===== config.mk =====
export PLATFORM = sky130hd
export DESIGN_NAME = utf8_stream_decoder
export DESIGN_NICKNAME = d
export VERILOG_FILES = /design/src/sv/utf8d_pkg.sv /design/src/sv/utf8_stream_decoder.sv
export SDC_FILE = /design/constraint.sdc
export NUM_CORES = 1
export LEC_CHECK = 0
export ABC_AREA = 1
export BUFFER_PORTS_ARGS = -buffer_cell sky130_fd_sc_hd__clkbuf_2
export CAP_MARGIN = 20
export CORE_MARGIN = 5
export CORE_UTILIZATION = 45
export CTS_BUF_LIST = sky130_fd_sc_hd__clkbuf_8
export CTS_CLUSTER_SIZE = 12
export DETAILED_ROUTE_END_ITERATION = 10
export PLACE_DENSITY_LB_ADDON = 0.15
export SYNTH_ARGS = -nofsm -noshare
export SYNTH_HDL_FRONTEND = slang
export SYNTH_SLANG_ARGS = --single-unit
export TNS_END_PERCENT = 50

===== constraint.sdc =====
create_clock -name clk -period 2.1 [get_ports clk]
set_clock_uncertainty 0.15 [all_clocks]
set_input_delay 0.21 -clock clk [delete_from_list [all_inputs] [get_ports clk]]
set_output_delay 0.21 -clock clk [all_outputs]
set_load 0.01 [all_outputs]

===== src/sv/utf8d_pkg.sv =====
package utf8d_pkg;

  localparam int unsigned ByteW  = 8;
  localparam int unsigned AfterW = 2;
  localparam int unsigned CpW    = 21;
  localparam int unsigned InW    = 16;  // byte_value + bytes_after, padded to bytes
  localparam int unsigned OutW   = 24;  // code_point, padded to bytes

  typedef enum logic [1:0] {
    ERR_NONE  = 2'd0,
    ERR_TRUNC = 2'd1,
    ERR_UNEXP = 2'd2
  } err_kind_t;

  // continuation bytes still expected after the current one
  typedef logic [1:0] pend_t;
  typedef logic [CpW-1:0] cp_t;

endpackage


===== src/sv/utf8_stream_decoder.sv =====
// UTF-8 byte stream to code point decoder. One byte is taken per slave word,
// with the count of bytes still following it in the string (saturated at 3,
// 0 on the string's last byte). ASCII bytes give a code point at once; lead
// bytes C0-DF, E0-EF and F0-F7 open two-, three- and four-byte sequences and
// the code point comes out with the last continuation byte. Overlong forms and
// surrogates pass unchecked. A lead byte without enough bytes left in the
// string reports a truncated sequence, a bad lead byte or a non-continuation
// byte inside a sequence reports an unexpected byte; after an error all bytes
// up to the string's last byte are dropped silently. Error words carry a zero
// code point. Throughput is one byte per clock while the master side takes
// words: the byte is registered, decoded against the sequence state in a single
// combinational pass and the result is registered. The byte moves on to the
// output register only when that is free or being drained; the input register
// takes a byte only then or when empty, so back-pressure stalls the slave side.
module utf8_stream_decoder
  import utf8d_pkg::*;
(
  input  logic            clk,
  input  logic            rst,
  // slave side
  input  logic            s_tvalid,
  output logic            s_tready,
  input  logic [InW-1:0]  s_tdata,   // [7:0] byte_value, [9:8] bytes_after, rest zero
  // master side
  output logic            m_tvalid,
  input  logic            m_tready,
  output logic [OutW-1:0] m_tdata,   // [20:0] code_point, rest zero
  output logic [1:0]      m_tuser,   // [1:0] error_kind
  output logic            m_tlast    // string_end
);

  // input register
  logic              in_valid;
  logic [ByteW-1:0]  in_byte;
  logic [AfterW-1:0] in_after;

  // sequence state
  pend_t pending_count, pending_count_next;
  cp_t   accumulator, accumulator_next;
  logic  skipping, skipping_next;

  // result register
  cp_t       out_cp;
  err_kind_t out_err;
  logic      out_last;

  // decode outputs
  logic      res_valid;
  cp_t       res_cp;
  err_kind_t res_err;
  logic      in_last;
  pend_t     need;
  logic      lead_ok;
  cp_t       lead_acc;
  cp_t       acc_shift;
  pend_t     pend_dec;

  logic advance;

  // the decode stage moves on when the result slot is empty or being taken
  assign advance  = in_valid && (!m_tvalid || m_tready);
  assign s_tready = !in_valid || advance;

  always_ff @(posedge clk) begin
    if (rst) begin
      in_valid <= 1'b0;
    end else if (s_tready) begin
      in_valid <= s_tvalid;
    end
  end

  always_ff @(posedge clk) begin
    if (s_tready && s_tvalid) begin
      in_byte  <= s_tdata[ByteW-1:0];
      in_after <= s_tdata[ByteW +: AfterW];
    end
  end

  assign in_last   = (in_after == '0);
  assign acc_shift = {accumulator[CpW-7:0], in_byte[5:0]};
  assign pend_dec  = pending_count - pend_t'(1);

  // lead byte classification
  always_comb begin
    lead_ok  = 1'b1;
    need     = pend_t'(0);
    lead_acc = '0;
    priority if (in_byte[7:5] == 3'b110) begin
      need     = pend_t'(1);
      lead_acc = cp_t'(in_byte[4:0]);
    end else if (in_byte[7:4] == 4'b1110) begin
      need     = pend_t'(2);
      lead_acc = cp_t'(in_byte[3:0]);
    end else if (in_byte[7:3] == 5'b11110) begin
      need     = pend_t'(3);
      lead_acc = cp_t'(in_byte[2:0]);
    end else begin
      lead_ok  = 1'b0;
    end
  end

  always_comb begin
    pending_count_next = pending_count;
    accumulator_next   = accumulator;
    skipping_next      = skipping;
    res_valid          = 1'b0;
    res_cp             = '0;
    res_err            = ERR_NONE;

    priority if (skipping) begin
      // drop bytes until the string's last byte
      pending_count_next = '0;
      accumulator_next   = '0;
      if (in_last) begin
        skipping_next = 1'b0;
      end
    end else if (pending_count != '0) begin
      if (in_byte[7:6] != 2'b10) begin
        res_valid          = 1'b1;
        res_err            = ERR_UNEXP;
        pending_count_next = '0;
        accumulator_next   = '0;
        skipping_next      = !in_last;
      end else if (pend_dec == '0) begin
        res_valid          = 1'b1;
        res_cp             = acc_shift;
        pending_count_next = '0;
        accumulator_next   = '0;
      end else if (in_last) begin
        // string ended inside a sequence
        res_valid          = 1'b1;
        res_err            = ERR_TRUNC;
        pending_count_next = '0;
        accumulator_next   = '0;
      end else begin
        pending_count_next = pend_dec;
        accumulator_next   = acc_shift;
      end
    end else if (!in_byte[7]) begin
      res_valid = 1'b1;
      res_cp    = cp_t'(in_byte[6:0]);
    end else if (!lead_ok) begin
      res_valid     = 1'b1;
      res_err       = ERR_UNEXP;
      skipping_next = !in_last;
    end else if (in_after < need) begin
      res_valid     = 1'b1;
      res_err       = ERR_TRUNC;
      skipping_next = !in_last;
    end else begin
      pending_count_next = need;
      accumulator_next   = lead_acc;
    end
  end

  always_ff @(posedge clk) begin
    if (rst) begin
      pending_count <= '0;
      accumulator   <= '0;
      skipping      <= 1'b0;
      m_tvalid      <= 1'b0;
    end else begin
      if (advance) begin
        pending_count <= pending_count_next;
        accumulator   <= accumulator_next;
        skipping      <= skipping_next;
        m_tvalid      <= res_valid;
      end else if (m_tready) begin
        m_tvalid      <= 1'b0;
      end
    end
  end

  always_ff @(posedge clk) begin
    if (advance && res_valid) begin
      out_cp   <= res_cp;
      out_err  <= res_err;
      out_last <= in_last;
    end
  end

  assign m_tdata = {(OutW - CpW)'(0), out_cp};
  assign m_tuser = out_err;
  assign m_tlast = out_last;

  // error words never carry a code point
  assert property (@(posedge clk) disable iff (rst)
    (m_tvalid && out_err != ERR_NONE) |-> (out_cp == '0))
    else $error("error word with nonzero code point");

  // no sequence is open while dropping bytes
  assert property (@(posedge clk) disable iff (rst)
    skipping |-> (pending_count == '0))
    else $error("sequence open while skipping");

  // accumulator is clear whenever no sequence is open
  assert property (@(posedge clk) disable iff (rst)
    (pending_count == '0) |-> (accumulator == '0))
    else $error("stale accumulator outside a sequence");

  // an error before the string's end starts dropping bytes
  assert property (@(posedge clk) disable iff (rst)
    (advance && res_valid && res_err != ERR_NONE && !in_last) |=> skipping)
    else $error("error mid-string did not start skipping");

  // a word accepted while the result slot is stalled must wait in the input register
  assert property (@(posedge clk) disable iff (rst)
    (in_valid && !advance) |=> in_valid)
    else $error("stalled byte lost");

endmodule

After elaboration in Yosys (flattened, before gate mapping)
Cells that the tools add are included.
{ "op_classes": {"n_addsub": 1, "bitwise_logic": 0, "n_reduce_logical": 15, "n_shift": 0, "eq_ne": 5, "multipliers": 0, "order_cmp": 1, "mux": 53, "div_mod_pow": 0} }
{ "ops": {"columns": ["op", "count"], "rows": [
  ["15-bit two-way mux", 8],
  ["21-bit two-way mux", 3],
  ["2-bit two-way mux", 15],
  ["1-bit two-way mux", 23],
  ["7-bit two-way mux", 1],
  ["3-bit nonzero test", 2],
  ["5-bit equality test (second input constant)", 1],
  ["5-bit two-way mux", 1],
  ["4-bit equality test (second input constant)", 1],
  ["2-bit logical NOT", 2],
  ["4-bit two-way mux", 1],
  ["4-bit AND reduction", 1],
  ["2-bit nonzero test", 2],
  ["3-bit equality test (second input constant)", 1],
  ["1-bit logical AND", 3],
  ["1-bit logical NOT", 3],
  ["3-bit two-way mux", 1],
  ["3-bit inequality test (second input constant)", 1],
  ["1-bit logical OR", 2],
  ["2-bit less-than comparator", 1],
  ["2-bit inequality test (second input constant)", 1],
  ["2-bit by 1-bit subtractor with 2-bit output (second input constant)", 1]
]} }
{ "totals": {"latch_bits": 0, "ramBits": 0, "register_bits": 54, "romBits": 0, "elab_cells": 85, "memories": 0} }

Depth between registers and ports, before layout
{ "depth": {"ltp_word": 11, "mapped_depth": 11} }

Least setup slack after synthesis
OpenSTA, ideal clock, no wires.
{ "synth_timing": {"path_type": "register -> register", "start": "reg in_byte[6]", "end": "reg out_last, in the netlist m_tlast (enable)", "setup_slack_ns": -0.250, "period_less_slack_ns": 2.350, "stages_incl_launch_ff": 10, "n_path_buf": 0, "arrival_ns": 1.821, "path_cell_list": "edfxtp_1 > nand2_2 > nor2_2 > o21ai_0 > ha_1 > nand2_2 > nand2_1 > nand2_1 > nand3_1 > inv_1"} }
{ "synth_via": {"elab_chain_cells": 11, "word_cells_on_any_way": 18, "cone_classes": "1 x order compare; 4 x eq/ne; 12 x mux; 1 x reduce/logical"} }
{ "synth_lines": {"columns": ["item", "line_no", "source"], "rows": [
  ["start, declared", "utf8_stream_decoder.sv:34", "logic [ByteW-1:0] in_byte;"],
  ["start signal, assigned", "utf8_stream_decoder.sv:74", "in_byte <= s_tdata[ByteW-1:0];"],
  ["5-bit equality test", "utf8_stream_decoder.sv:94", "end else if (in_byte[7:3] == 5'b11110) begin"],
  ["2-bit two-way mux", "utf8_stream_decoder.sv:94", null],
  ["2-bit two-way mux", "utf8_stream_decoder.sv:91", "end else if (in_byte[7:4] == 4'b1110) begin"],
  ["2-bit two-way mux", "utf8_stream_decoder.sv:88", "priority if (in_byte[7:5] == 3'b110) begin"],
  ["2-bit less-than comparator", "utf8_stream_decoder.sv:146", "end else if (in_after < need) begin"],
  ["1-bit two-way mux", "utf8_stream_decoder.sv:146", null],
  ["1-bit two-way mux", "utf8_stream_decoder.sv:142", "end else if (!lead_ok) begin"],
  ["1-bit two-way mux", "utf8_stream_decoder.sv:139", "end else if (!in_byte[7]) begin"],
  ["1-bit two-way mux (*)", "utf8_stream_decoder.sv:117", "end else if (pending_count != '0) begin"],
  ["1-bit two-way mux (*)", "utf8_stream_decoder.sv:110", "priority if (skipping) begin"],
  ["1-bit logical AND (*)", "utf8_stream_decoder.sv:175", "if (advance && res_valid) begin"],
  ["end signal, assigned", "utf8_stream_decoder.sv:178", "out_last <= in_last;"],
  ["end, declared", "utf8_stream_decoder.sv:45", "logic out_last;"]
]} }
Mark *: on every way between the ends. The rest lies on a longest branch, timed or not.
A chain may end at the register's enable or synchronous reset.

Worst setup path in the final report
{ "layout_timing": {"start": "reg in_byte[7]", "end": "reg out_err[0], in the netlist m_tuser[0] (enable)"} }
{ "layout_via": {"elab_chain_cells": 11, "word_cells_on_any_way": 18, "cone_classes": "1 x order compare; 4 x eq/ne; 12 x mux; 1 x reduce/logical"} }
{ "layout_lines": {"columns": ["item", "line_no", "source"], "rows": [
  ["5-bit equality test", "utf8_stream_decoder.sv:94", null],
  ["2-bit two-way mux", "utf8_stream_decoder.sv:94", null],
  ["2-bit two-way mux", "utf8_stream_decoder.sv:91", null],
  ["2-bit two-way mux", "utf8_stream_decoder.sv:88", null],
  ["2-bit less-than comparator", "utf8_stream_decoder.sv:146", null],
  ["1-bit two-way mux", "utf8_stream_decoder.sv:146", null],
  ["1-bit two-way mux", "utf8_stream_decoder.sv:142", null],
  ["1-bit two-way mux", "utf8_stream_decoder.sv:139", null],
  ["1-bit two-way mux (*)", "utf8_stream_decoder.sv:117", null],
  ["1-bit two-way mux (*)", "utf8_stream_decoder.sv:110", null],
  ["1-bit logical AND (*)", "utf8_stream_decoder.sv:175", null],
  ["end signal, assigned", "utf8_stream_decoder.sv:177", "out_err <= res_err;"],
  ["end, declared", "utf8_stream_decoder.sv:44", "err_kind_t out_err;"]
]} }
Marked as above.

==> flow_summary.json <==
{
  "run_status": "finished clean",
  "setup_repair_after_global_routing_missed_its_margin": "true",
  "seq_area_frac_synth_pct": 57.7,
  "drt_iter0_drc": 104,
  "synthToLayoutAreaGrowth_pct": 29.3,
  "clock_pin_slew_worst_setup_and_hold_paths_ns": 0.09,
  "synth-warning-count": 0,
  "dp.final_hpwl_um": 3670,
  "globalplace.congestion": 0.904,
  "worstSkewPairLatency_ns": 0.30,
  "cts-root-to-sink-buffers": 2,
  "max_stage_delay_ns": 0.38,
  "commonest_non_fill_non_tap_cell_in_the_layout": "inv_1",
  "place_inst": 394,
  "synth_top_cells_by_area": "edfxtp_1 41%, dfxtp_1 16%, nand2_1 6.9%",
  "grt_first_pass_wirelength_um": 8800,
  "final_min_period_over_clock_period_pct": 97.4,
  "count_of_pins_on_the_block_boundary": 49,
  "finalHoldViolations": 0,
  "final_nets": 371,
  "globalRouteOverflowTotal": 0,
  "cp_data_required_time_ns": 1.98,
  "synth.cell_area_mm2": 0.00246,
  "core-area_mm2": 0.00541,
  "global_route.usage.total_pct": 15.5,
  "critical_path_peak_fanout": 8,
  "wl_per_cell_um": 12.2,
  "setup_viol": 0,
  "cts_num_sinks": 54,
  "critical_path.cell_chain": "nand2_2, nor2_4, o21ai_2, ha_1, nand2_2, nand2_2, nand2_2, nand3_4, clkinvlp_4, clkbuf_16",
  "remaining_drc_errors": 0,
  "critical_path_class": "reg2reg",
  "setup.worst_path.end_class": "register",
  "chipWidth_um": 84.0,
  "route.final.wire_length_um": 5110,
  "power_mw": 2.19,
  "post-route-worst-setup-slack_ns": 0.0537,
  "cts_made_buffers": 5,
  "cell_depth_of_the_worst_hold_path": 2,
  "initial_core_util_pct": 45.6,
  "floorplan.die.height_um": 84.0,
  "final-instance-count-excl-fill": 420,
  "multiInputGateArea_um2": 830,
  "dp_worst_setup_slack_ns": 0.0416,
  "met1Wirelength_um": 2320,
  "number_of_core_rows": 27,
  "drive_above_1_share_pct": 27.6,
  "crit_arrival_ns": 1.93,
  "grt_pass1_vias": 1894,
  "synth_largest_area_cell": "edfxtp_1",
  "final_critical_path_required_period_ns": 2.05,
  "yosys_register_bits": 54,
  "number_of_input_and_output_port_buffers_inserted": 39,
  "clk_root_buf": "clkbuf_8",
  "post_dp_cell_area_mm2": 0.00290,
  "cts_tree": "built",
  "diodes": 0,
  "synthesis.instances": 270,
  "cts_max_level": 2,
  "route.met3.wl_um": 223,
  "report.final.slew_viol_count": 0,
  "synth_cell_types": 27,
  "antenna_found_initial": 0,
  "wl_met2_um": 2460,
  "synth_area_per_cell_um2": 9.12,
  "ant_nets": 0,
  "layout_common_cells": "44 x inv_1, 43 x nand2_1, 39 x nor2_1, 39 x clkbuf_2, 34 x edfxtp_1",
  "power.ir.vdd_worst_mv": 0.425,
  "drt_pre_antenna_iters": 4,
  "ff_latch_area_mm2": 0.00142,
  "avgViaCountPerCell": 4.66,
  "fmax_ghz": 0.489,
  "highest_signal_layer_in_the_routed_design": "met4",
  "detailroute.via_count": 1959,
  "critPathMostFrequentCell": "nand2_2",
  "fillCellCount": 520,
  "critPathLaunchType": "register",
  "cellLeakagePower_nw": 1.42,
  "grt_start_max_net_pins": 21,
  "timing.max_cap.violations": 0,
  "die_area_mm2": 0.00705,
  "synth_top_area_share_pct": 41.4,
  "post-route-cell-area_mm2": 0.00318,
  "finish.utilization_pct": 58.9,
  "timing.hold.worst.class": "in2reg",
  "pwr_density_cell_mw_per_mm2": 687,
  "crit_slowest_cell": "edfxtp_1",
  "reg2reg_path_depth": 10
}
## routing by layer
layer	GRT usage (%)	vias to the layer above
li1	-	1019
met5	0	-
met2	24.8	45
met3	3.75	12
met1	20.4	883
met4	5.41	0
## through the flow
stage | hold slack (ns) | TNS, ns
2_1_floorplan | 0.129 | -0.471
3_3_place_gp | 0.237 | 0
3_5_place_dp | 0.239 | 0
4_1_cts | 0.0128 | 0
5_1_grt | 0.0264 | -0.453
6_report | 0.0141 | 0
## report_power, final
group	internal [mW]	switching [mW]
Sequential	1.19	0.0227
Combinational	0.180	0.243
Clock	0.228	0.319
## synth_stat cells
| cell | n |
|---|---|
| o22ai_1 | 1 |
| clkbuf_1 | 1 |
| nor3_1 | 7 |
| buf_4 | 4 |
| nor2_4 | 1 |
| nand4_1 | 11 |
| nand2_2 | 6 |
| inv_2 | 4 |
| nand2_1 | 45 |
| buf_1 | 1 |
| o211ai_1 | 1 |
| nand3_4 | 2 |
| buf_6 | 2 |
| edfxtp_1 | 34 |
| nand4_4 | 1 |
| inv_1 | 43 |
| ha_1 | 4 |
| o21ai_0 | 4 |
| clkinv_1 | 1 |
| a21oi_1 | 12 |
| nor2_2 | 2 |
| clkbuf_4 | 1 |
| dfxtp_1 | 20 |
| nor2_1 | 39 |
| conb_1 | 1 |
| nand3_1 | 21 |
| buf_2 | 1 |
## area by class of cell
type,instances,area share [%]
Clock buffer,5,2.16
Clock inverter,3,0.432
Inverter,48,5.85
Multi-Input combinational cell,160,26.1
Sequential cell,54,44.6
Tap cell,72,2.83
Timing Repair Buffer,78,18.0
## flip-flops by register name, indices dropped and copies added (netlist names)
| name | flops |
|---|---|
| accumulator | 15 |
| in_after | 2 |
| in_byte | 8 |
| in_valid | 1 |
| m_tlast | 1 |
| m_tuser | 2 |
| m_tvalid | 1 |
| out_cp | 21 |
| pending_count | 2 |
| skipping | 1 |
## repair_timing
action                                  4_1_cts  5_1_grt
gates resized for setup                       0        7
endpoints found under the setup margin        0       27
hold buffers                                 11        0
endpoints found under the hold margin        11        0
setup buffers                                 0        6
## logic make-up (layout without fill, tap and decap cells)
kind of cell / count (synthesis) / in the layout / synth area share [%]
AND/OR/NAND/NOR: 135 / 135 / 26.1
buffers and inverters: 58 / 134 / 10.3
flip-flops: 54 / 54 / 57.7
AO/OA/AOI/OAI: 18 / 18 / 3.81
adder cells (fa/ha/maj): 4 / 4 / 2.03
other: 1 / 3 / 0.152
## path summary, 6_finish.rpt
kind                                      from                      endpoint  slack (ns)
setup reg to reg          in_byte[7]$_DFFE_PP_      m_tuser[0]$_SDFFCE_PP0P_        0.05
hold / removal                             rst  accumulator[13]$_SDFFE_PP0P_        0.01
setup / recovery          in_byte[7]$_DFFE_PP_      m_tuser[0]$_SDFFCE_PP0P_        0.05
hold reg to reg   accumulator[13]$_SDFFE_PP0P_  accumulator[13]$_SDFFE_PP0P_        0.32
## worst max-delay path: cells and delay by family (launching register included)
family	cells	cell delay, ns
DFF	1	0.38
buffers and inverters	2	0.36
and+or+nand+nor	6	0.52
AOI/OAI and AO/OA	1	0.07
adders and majority gates	1	0.30
Power figures use the tool's default switching activity.
